**src/chte_pkg.sv**
```systemverilog
`timescale 1ns / 1ps
package chte_pkg;

	localparam int BUCKET_COUNT = 256;
	localparam int ENTRY_COUNT  = 1024;
	localparam int VALUE_BITS   = 64;

	localparam int KEY_W  = 64;
	localparam int DATA_W = 64;
	localparam int LOC_W  = 10;
	localparam int IDX_W  = $clog2(ENTRY_COUNT);
	localparam int PTR_W  = IDX_W + 1;
	localparam int BKT_W  = $clog2(BUCKET_COUNT);

	localparam logic [PTR_W-1:0] PTR_NULL = {1'b1, {IDX_W{1'b0}}};

	localparam logic [1:0] ACT_INSERT = 2'd0;
	localparam logic [1:0] ACT_LOOKUP = 2'd1;
	localparam logic [1:0] ACT_DELETE = 2'd2;

	localparam logic [1:0] ST_DONE      = 2'd0;
	localparam logic [1:0] ST_UPDATED   = 2'd1;
	localparam logic [1:0] ST_NOT_FOUND = 2'd2;
	localparam logic [1:0] ST_FULL      = 2'd3;

	typedef struct packed {
		logic [1:0]        action;
		logic [KEY_W-1:0]  key;
		logic [DATA_W-1:0] value;
	} in_word_t;

	typedef struct packed {
		logic [1:0]        status;
		logic [LOC_W-1:0]  location;
		logic [DATA_W-1:0] found_value;
	} out_word_t;

	typedef struct packed {
		logic                  we_key;
		logic                  we_value;
		logic                  we_next;
		logic [IDX_W-1:0]      addr;
		logic [KEY_W-1:0]      key;
		logic [VALUE_BITS-1:0] value;
		logic [PTR_W-1:0]      next;
	} ent_wr_t;

	typedef struct packed {
		logic [KEY_W-1:0]      key;
		logic [VALUE_BITS-1:0] value;
		logic [PTR_W-1:0]      next;
	} ent_rd_t;

	typedef struct packed {
		logic             we;
		logic [BKT_W-1:0] addr;
		logic [PTR_W-1:0] head;
	} bkt_wr_t;

	typedef enum logic [2:0] {
		S_IDLE,
		S_HEAD,
		S_WALK,
		S_ALLOC,
		S_DEL2,
		S_DONE
	} state_t;

	function automatic logic is_null(input logic [PTR_W-1:0] p);
		return p >= PTR_W'(ENTRY_COUNT);
	endfunction

endpackage

```
**src/chte_ctrl.sv**
```systemverilog
`timescale 1ns / 1ps
module chte_ctrl (
	input  logic                       clk,
	input  logic                       arst_n,
	input  logic                       in_valid,
	output logic                       in_ready,
	input  chte_pkg::in_word_t          in_data,
	output logic                       out_valid,
	input  logic                       out_ready,
	output chte_pkg::out_word_t         out_data,
	output logic                       bkt_rd_en,
	output logic [chte_pkg::BKT_W-1:0]  bkt_rd_addr,
	input  logic [chte_pkg::PTR_W-1:0]  bkt_head,
	output chte_pkg::bkt_wr_t           bkt_wr,
	output logic                       ent_rd_en,
	output logic [chte_pkg::IDX_W-1:0]  ent_rd_addr,
	input  chte_pkg::ent_rd_t           ent_rd,
	output chte_pkg::ent_wr_t           ent_wr
);

	chte_pkg::state_t state_q, state_d;
	logic [1:0]                      act_q, act_d;
	logic [chte_pkg::KEY_W-1:0]      key_q, key_d;
	logic [chte_pkg::VALUE_BITS-1:0] val_q, val_d;
	logic [chte_pkg::PTR_W-1:0]      head_q, head_d;
	logic [chte_pkg::PTR_W-1:0]      cur_q, cur_d;
	logic [chte_pkg::PTR_W-1:0]      prev_q, prev_d;
	logic [chte_pkg::PTR_W-1:0]      free_q, free_d;
	logic [chte_pkg::PTR_W-1:0]      bump_q, bump_d;
	chte_pkg::out_word_t             res_q, res_d;
	chte_pkg::out_word_t             out_q;
	logic                            out_valid_q;
	logic                            load_out;
	logic                            miss, hit;
	logic                            ins_en;
	logic [chte_pkg::IDX_W-1:0]      ins_slot;
	logic [chte_pkg::PTR_W-1:0]      chain_head;

	always_ff @(posedge clk or negedge arst_n) begin
		if (!arst_n) begin
			state_q     <= chte_pkg::S_IDLE;
			free_q      <= chte_pkg::PTR_NULL;
			bump_q      <= '0;
			out_valid_q <= 1'b0;
		end else begin
			state_q <= state_d;
			free_q  <= free_d;
			bump_q  <= bump_d;
			if (load_out) begin
				out_valid_q <= 1'b1;
			end else if (out_ready) begin
				out_valid_q <= 1'b0;
			end
		end
	end

	always_ff @(posedge clk) begin
		act_q  <= act_d;
		key_q  <= key_d;
		val_q  <= val_d;
		head_q <= head_d;
		cur_q  <= cur_d;
		prev_q <= prev_d;
		res_q  <= res_d;
		if (load_out) begin
			out_q <= res_q;
		end
	end

	assign in_ready  = (state_q == chte_pkg::S_IDLE);
	assign out_valid = out_valid_q;
	assign out_data  = out_q;
	assign bkt_rd_addr = in_data.key[chte_pkg::BKT_W-1:0];
	assign chain_head  = (state_q == chte_pkg::S_HEAD) ? bkt_head : head_q;

	always_comb begin
		state_d  = state_q;
		act_d    = act_q;
		key_d    = key_q;
		val_d    = val_q;
		head_d   = head_q;
		cur_d    = cur_q;
		prev_d   = prev_q;
		free_d   = free_q;
		bump_d   = bump_q;
		res_d    = res_q;
		load_out = 1'b0;
		miss     = 1'b0;
		hit      = 1'b0;
		ins_en   = 1'b0;
		ins_slot = '0;
		bkt_rd_en   = 1'b0;
		bkt_wr      = '0;
		ent_rd_en   = 1'b0;
		ent_rd_addr = '0;
		ent_wr      = '0;

		unique case (state_q)
			chte_pkg::S_IDLE: begin
				if (in_valid) begin
					act_d     = in_data.action;
					key_d     = in_data.key;
					val_d     = in_data.value[chte_pkg::VALUE_BITS-1:0];
					bkt_rd_en = 1'b1;
					state_d   = chte_pkg::S_HEAD;
				end
			end
			chte_pkg::S_HEAD: begin
				head_d = bkt_head;
				if (chte_pkg::is_null(bkt_head)) begin
					miss = 1'b1;
				end else begin
					ent_rd_en   = 1'b1;
					ent_rd_addr = bkt_head[chte_pkg::IDX_W-1:0];
					cur_d       = bkt_head;
					prev_d      = chte_pkg::PTR_NULL;
					state_d     = chte_pkg::S_WALK;
				end
			end
			chte_pkg::S_WALK: begin
				if (ent_rd.key == key_q) begin
					hit = 1'b1;
				end else begin
					prev_d = cur_q;
					cur_d  = ent_rd.next;
					if (chte_pkg::is_null(ent_rd.next)) begin
						miss = 1'b1;
					end else begin
						ent_rd_en   = 1'b1;
						ent_rd_addr = ent_rd.next[chte_pkg::IDX_W-1:0];
					end
				end
			end
			chte_pkg::S_ALLOC: begin
				// The popped free entry's link gives the new free-list head.
				free_d   = ent_rd.next;
				ins_en   = 1'b1;
				ins_slot = free_q[chte_pkg::IDX_W-1:0];
				state_d  = chte_pkg::S_DONE;
			end
			chte_pkg::S_DEL2: begin
				ent_wr.we_next = 1'b1;
				ent_wr.addr    = cur_q[chte_pkg::IDX_W-1:0];
				ent_wr.next    = free_q;
				free_d         = cur_q;
				state_d        = chte_pkg::S_DONE;
			end
			chte_pkg::S_DONE: begin
				if (!out_valid_q || out_ready) begin
					load_out = 1'b1;
					state_d  = chte_pkg::S_IDLE;
				end
			end
			default: begin
				state_d = chte_pkg::S_IDLE;
			end
		endcase

		if (miss) begin
			res_d   = '{status: chte_pkg::ST_NOT_FOUND, location: '0, found_value: '0};
			state_d = chte_pkg::S_DONE;
			if (act_q == chte_pkg::ACT_INSERT) begin
				if (!chte_pkg::is_null(free_q)) begin
					ent_rd_en   = 1'b1;
					ent_rd_addr = free_q[chte_pkg::IDX_W-1:0];
					state_d     = chte_pkg::S_ALLOC;
				end else if (bump_q < chte_pkg::PTR_W'(chte_pkg::ENTRY_COUNT)) begin
					ins_en   = 1'b1;
					ins_slot = bump_q[chte_pkg::IDX_W-1:0];
					bump_d   = bump_q + 1'b1;
				end else begin
					res_d.status = chte_pkg::ST_FULL;
				end
			end
		end

		if (hit) begin
			state_d = chte_pkg::S_DONE;
			res_d   = '{status: chte_pkg::ST_NOT_FOUND, location: '0, found_value: '0};
			unique case (act_q)
				chte_pkg::ACT_LOOKUP: begin
					res_d.status      = chte_pkg::ST_DONE;
					res_d.location    = chte_pkg::LOC_W'(cur_q[chte_pkg::IDX_W-1:0]);
					res_d.found_value = chte_pkg::DATA_W'(ent_rd.value);
				end
				chte_pkg::ACT_INSERT: begin
					ent_wr.we_value = 1'b1;
					ent_wr.addr     = cur_q[chte_pkg::IDX_W-1:0];
					ent_wr.value    = val_q;
					res_d.status    = chte_pkg::ST_UPDATED;
					res_d.location  = chte_pkg::LOC_W'(cur_q[chte_pkg::IDX_W-1:0]);
				end
				chte_pkg::ACT_DELETE: begin
					res_d.status   = chte_pkg::ST_DONE;
					res_d.location = chte_pkg::LOC_W'(cur_q[chte_pkg::IDX_W-1:0]);
					if (chte_pkg::is_null(prev_q)) begin
						bkt_wr.we      = 1'b1;
						bkt_wr.addr    = key_q[chte_pkg::BKT_W-1:0];
						bkt_wr.head    = ent_rd.next;
						ent_wr.we_next = 1'b1;
						ent_wr.addr    = cur_q[chte_pkg::IDX_W-1:0];
						ent_wr.next    = free_q;
						free_d         = cur_q;
					end else begin
						// Unlink first; the freed entry is pushed next cycle.
						ent_wr.we_next = 1'b1;
						ent_wr.addr    = prev_q[chte_pkg::IDX_W-1:0];
						ent_wr.next    = ent_rd.next;
						state_d        = chte_pkg::S_DEL2;
					end
				end
				default: begin
				end
			endcase
		end

		if (ins_en) begin
			ent_wr.we_key   = 1'b1;
			ent_wr.we_value = 1'b1;
			ent_wr.we_next  = 1'b1;
			ent_wr.addr     = ins_slot;
			ent_wr.key      = key_q;
			ent_wr.value    = val_q;
			ent_wr.next     = chain_head;
			bkt_wr.we       = 1'b1;
			bkt_wr.addr     = key_q[chte_pkg::BKT_W-1:0];
			bkt_wr.head     = {1'b0, ins_slot};
			res_d.status    = chte_pkg::ST_DONE;
			res_d.location  = chte_pkg::LOC_W'(ins_slot);
			res_d.found_value = '0;
		end
	end

`ifndef SYNTH
	a_bump_range: assert property (@(posedge clk) disable iff (!arst_n)
		bump_q <= chte_pkg::PTR_W'(chte_pkg::ENTRY_COUNT))
		else $error("bump pointer beyond pool");

	a_free_ptr: assert property (@(posedge clk) disable iff (!arst_n)
		free_q == chte_pkg::PTR_NULL || free_q < chte_pkg::PTR_W'(chte_pkg::ENTRY_COUNT))
		else $error("free-list head is not a valid entry");

	a_miss_loc: assert property (@(posedge clk) disable iff (!arst_n)
		(state_q == chte_pkg::S_DONE && (res_q.status == chte_pkg::ST_NOT_FOUND ||
		res_q.status == chte_pkg::ST_FULL)) |-> res_q.location == '0)
		else $error("location set on a miss or full result");
`endif

endmodule

```
**config.mk**
```make
export PLATFORM = sky130hd
export DESIGN_NAME = chte_ctrl
export DESIGN_NICKNAME = d
export VERILOG_FILES = /design/src/chte_pkg.sv /design/src/chte_ctrl.sv
export SDC_FILE = /design/constraint.sdc
export NUM_CORES = 1
export LEC_CHECK = 0
export BUFFER_PORTS_ARGS = -buffer_cell sky130_fd_sc_hd__clkbuf_2
export CORE_AREA = 2 2 217 219
export DETAILED_ROUTE_END_ITERATION = 10
export DIE_AREA = 0 0 219 221
export PLACE_DENSITY = 0.63
export SLEW_MARGIN = 10
export SYNTH_ARGS = -nofsm -noshare
export SYNTH_HDL_FRONTEND = slang
export SYNTH_SLANG_ARGS = --single-unit
```
**constraint.sdc**
```tcl
create_clock -name clk -period 5.4 [get_ports clk]
set_input_delay 0 -clock clk [delete_from_list [all_inputs] [get_ports clk]]
set_output_delay 0 -clock clk [all_outputs]
set_load 0.01 [all_outputs]
```
Yosys cells after proc, flatten, opt, wreduce, memory -nomap -nowiden
Cells that the tools add are included.

storage, ports and cells
  word-level logic and storage cells = 131
  bits of input ports = 284
  bits in registers = 341

cells by class
  reductions and logical operators = 14
  eq/ne operators = 14
  add/sub/neg operators = 1
  multiplexer cells = 81
  magnitude comparators = 5

operators by type and width
  cell                                                                    number
  152-bit 2-to-1 mux                                                      1
  76-bit 2-to-1 mux                                                       2
  11-bit 2-to-1 mux                                                       12
  64-bit 2-to-1 mux                                                       2
  10-bit 2-to-1 mux                                                       12
  20-bit 2-to-1 mux                                                       4
  75-bit 2-to-1 mux                                                       1
  74-bit 2-to-1 mux                                                       1
  11-bit one-hot mux with 2 select lines                                  3
  64-bit equality test                                                    1
  11-bit >= comparator (second input constant)                            4
  10-bit one-hot mux with 2 select lines                                  2
  1-bit 2-to-1 mux                                                        29
  12-bit one-hot mux with 2 select lines                                  1
  3-bit 2-to-1 mux                                                        7
  3-bit one-hot mux with 5 select lines                                   1
  12-bit 2-to-1 mux                                                       1
  11-bit by 1-bit adder with 11-bit output (second input constant)        1
  11-bit less-than comparator (second input constant)                     1
  4-bit != test (second input constant)                                   2
  4-bit AND reduction                                                     2
  3-bit by 2-bit equality test with 1-bit output (second input constant)  2
  3-bit equality test (second input constant)                             2
  2-bit nonzero test                                                      3
  15 further kinds                                                        18

Longest topological paths before layout
  word-level depth = 7
  gate-level depth with buffers = 11

Least setup slack after synthesis
OpenSTA, ideal clock, no wires.

  kind = register to register
  from = register state_q[1]
  to = register out_q, in the netlist out_data[0] (enable)
  clock period less this slack = 4345 ps
  setup time = 511 ps
  slack = 1055 ps
  data arrival time = 3834 ps
  path buffers = 1
  required time = 4889 ps
  stages on the path, launching flop included = 4
  cell sequence = dfrtp_1 > buf_2 > nand2b_1 > nor2_1

on the way
  cells in the longest elaborated chain, start to end = 2

RTL lines
  what                    line             RTL
  start, declared         chte_ctrl.sv:21  chte_pkg::state_t state_q, state_d;
  start signal, assigned  chte_ctrl.sv:41  state_q <= chte_pkg::S_IDLE;
  start signal, assigned  chte_ctrl.sv:46  state_q <= state_d;
  3-bit equality test     chte_ctrl.sv:98  unique case (state_q)
  1-bit 2-to-1 mux        chte_ctrl.sv:98
  named net load_out      chte_ctrl.sv:33  logic load_out;
  end signal, assigned    chte_ctrl.sv:66  out_q <= res_q;
  end, declared           chte_ctrl.sv:31  chte_pkg::out_word_t out_q;

The timed path passes the listed nets, and every way through them passes these cells.
A chain may end at the register's enable or synchronous reset.

==> flow_summary.json <==
{
  "outcome": "finished, final reports clean",
  "hold_viol": 0,
  "grt_max_degree": 135,
  "crit_family": "simple AND/OR/NAND/NOR gates",
  "final.period_utilization_pct": 85.53,
  "synth.cell_area_sq_mm": 0.01386,
  "fin_crit_ns": 4.619,
  "cts_buffer_depth": 3,
  "synth.distinct_cells": 49,
  "antenna_found_initial": 1,
  "cp.depth": 10,
  "die_w_microns": 219,
  "clock-root-buffer": "clkbuf_16",
  "drive_gt1_share_pct": 34.27,
  "clock_skew_ns": 0.01995,
  "relSlewSlack_pct": 31.50,
  "grt_use_total_pct": 19.93,
  "drt_iter0_markers": 1049,
  "worst_pin_slew_ns": 1.028,
  "grt_pass1_vias": 11920,
  "grt_pass1_wl_mm": 73.22,
  "crit_chain": "xnor2_1 > nand4_1 > nor4_1 > nand4_1 > buf_4 > a21boi_2 > inv_4 > buf_12 > and2_1 > clkbuf_2",
  "pwr-share-seq_pct": 42.6,
  "drc": 0,
  "path_common_cell": "nand4_1",
  "ant_nets": 0,
  "clkLatencyLatePin_ns": 0.55,
  "synth-seq-cells": 341,
  "utilization_pct": 44.99,
  "async_reset_ff_share_pct": 7.625,
  "ys_seq_area_share_pct": 67.40,
  "gp_congestion": 0.9993,
  "cts_htree_levels": 2,
  "synth_fp_nets": 1386,
  "arrival_ns": 4.62,
  "critPathSlowestCell": "nor4_1",
  "synth-edff-count": 238,
  "ys.flop_type": "edfxtp_1",
  "place_hpwl_mm": 34.60,
  "fillers": 4216,
  "met2_usage_pct": 33.76,
  "gr-usage-met1_pct": 25.12,
  "die_y_microns": 221,
  "cts_buffers": 40,
  "nets": 2148,
  "start_util_pct": 30.09,
  "die_area_sq_mm": 0.04840,
  "syn2layout_area_growth_pct": 49.53,
  "path_class": "flip-flop to primary output",
  "via_per_inst": 4.742,
  "max_freq_ghz": 0.2165,
  "core_area_sq_mm": 0.04606,
  "start_kind": "flip-flop",
  "drv_cap": 0,
  "postLayoutCellArea_sq_mm": 0.02072,
  "rr_worst_depth": 9,
  "p_leak_uw": 0.009119,
  "clkTransAtPathRegs_ns": 0.06,
  "power_density_mw_per_mm2": 439.0,
  "place_area_sq_mm": 0.01720,
  "required_ns": 5.40,
  "rsz0062_at_grt": "no",
  "setup_viol": 0,
  "end_kind": "primary output",
  "maxSlewViolCount": 0,
  "switching_share_pct": 33.39,
  "fin_tns_setup_ns": 0,
  "yosysWarningCount": 0,
  "hold_class": "input port to asynchronous set/reset pin",
  "max_stage_delay_ns": 0.60,
  "p_switching_uw": 3038,
  "grt_overflow": 0,
  "power_frac_comb_pct": 27.5,
  "routedWlPerCell_microns": 19.85,
  "crit_fanout": 134,
  "ir_worst_vdd_mv": 0.2643,
  "pwr-share-clk_pct": 29.9,
  "rrSetupSlack_ns": 1.44,
  "p_int_uw": 6060,
  "busiest_layer": "met2",
  "syn_avg_cell_area_sq_um": 12.63,
  "num_vias": 11840,
  "cts_tree": "built",
  "gr-usage-met3_pct": 4.247,
  "rows": 79,
  "ios": 554,
  "port_buffers": 553,
  "fin_hold_ws_ns": 0.03712,
  "crit_buf_inv": 4,
  "wl_mm": 49.55,
  "cts.sinks": 341,
  "firstDrtPassIters": 5,
  "syn_inst": 1097
}
[layout make-up]
cell class,count,area (sq um),share of cell area (%)
sequential,341,9340,45.07
clock inverter,19,192.7,0.9298
clock buffer,52,1129,5.446
multi-input combinational,677,4149,20.02
antenna,1,2.502,0.01208
timing repair buffer,791,5117,24.70
tap,607,759.5,3.665
inverter,8,32.53,0.1570
[metal layers]
metal,share of wire [%],wire length [microns],vias to the layer above
li1,-,-,5421
met1,40,19960,5651
met2,49,24110,668
met3,8.1,4026,97
met4,2.9,1457,0
met5,0,0,-
[sequential cells by signal (all words and copies together), names as in the netlist]
register / cells
res_q: 76
val_q: 64
head_q: 11
prev_q: 11
bump_q: 11
state_q: 3
free_q: 11
out_data: 76
cur_q: 11
act_q: 2
key_q: 64
out_valid: 1
[worst paths after layout]
check | end | from
worst max-delay path | ent_wr[110] | key_q[37]
worst min-delay path | free_q[5] | arst_n
worst max register to register | res_q[75] | key_q[37]
worst min register to register | out_data[71] | res_q[71]
max in group asynchronous | out_valid | arst_n
min in group clk | key_q[40] | in_data[104]
[synth_stat cells, types with 5 or more instances]
master / count / share of area, %
a21o_1: 14 / 0.76
a221oi_1: 12 / 0.76
a22o_1: 11 / 0.70
a22oi_1: 93 / 5.0
and2_1: 140 / 6.3
and3_1: 6 / 0.27
buf_2: 30 / 1.1
buf_4: 10 / 0.54
buf_6: 5 / 0.41
clkbuf_1: 26 / 0.70
dfrtp_1: 25 / 4.5
dfxtp_1: 77 / 11
edfxtp_1: 238 / 52
ha_1: 5 / 0.45
inv_1: 7 / 0.19
nand2_1: 136 / 3.7
nand2b_1: 5 / 0.23
nand4_1: 22 / 0.99
nor2_1: 97 / 2.6
nor2b_1: 10 / 0.45
o21ai_0: 14 / 0.51
xnor2_1: 72 / 4.6
[per-stage QoR]
stage	total power, uW	instances	setup slack (ns)
floorplan	5206	1097	1.055
global route	9520	2496	0.5275
CTS	9162	2495	0.6399
global placement	6250	2204	1.340
finish	9098	2496	0.7814
detailed placement	6283	2204	1.238
[placed cells by master (no fill, tap or decap), types with 22 or more instances in the layout]
cell           netlist  final
dfrtp_1             25     25
and2_1             140    139
edfxtp_1           238    238
clkbuf_2             0    553
nand4_1             22     22
clkbuf_16            0     42
xnor2_1             72     72
dfxtp_1             77     77
dlygate4sd3_1        0    220
nand2_1            136    136
a22oi_1             93     93
nor2_1              97     96
[worst reg2reg max path, delay by kind of cell, from the launching register on]
kind                   cells  cell delay [ns]
buffers and inverters      3             0.68
flip-flops                 1             0.40
AO/OA/AOI/OAI              2             1.22
XOR/XNOR                   1             0.48
AND/OR/NAND/NOR            3             1.08
[power groups by stage]
| stage | sequential [uW] | combinational (uW) | clock (uW) |
|---|---|---|---|
| floorplan | 3870 | 1340 | 0 |
| global placement | 3920 | 2330 | 0 |
| detailed placement | 3920 | 2370 | 0 |
| CTS | 3870 | 2510 | 2780 |
| global route | 3930 | 2710 | 2890 |
| finish | 3880 | 2500 | 2720 |
[what timing repair did]
action | CTS | global route
resized for setup | 0 | 0
endpoints found under the hold margin | 255 | 0
buffers inserted | 0 | 0
hold buffers | 220 | 0
[cell families (layout without fill, tap and decap cells)]
kind of cell | after synthesis | in the layout | share of synthesized area (%)
xor+xnor | 73 | 73 | 4.614
simple gates | 440 | 440 | 15.89
buf+inv | 79 | 870 | 2.952
mux | 2 | 2 | 0.1535
compound gates | 157 | 157 | 8.541
flops | 341 | 341 | 67.40
fa+ha+maj | 5 | 5 | 0.4514
other cells | 0 | 1 | 0
No activity file was read; power rests on OpenSTA's default activity.
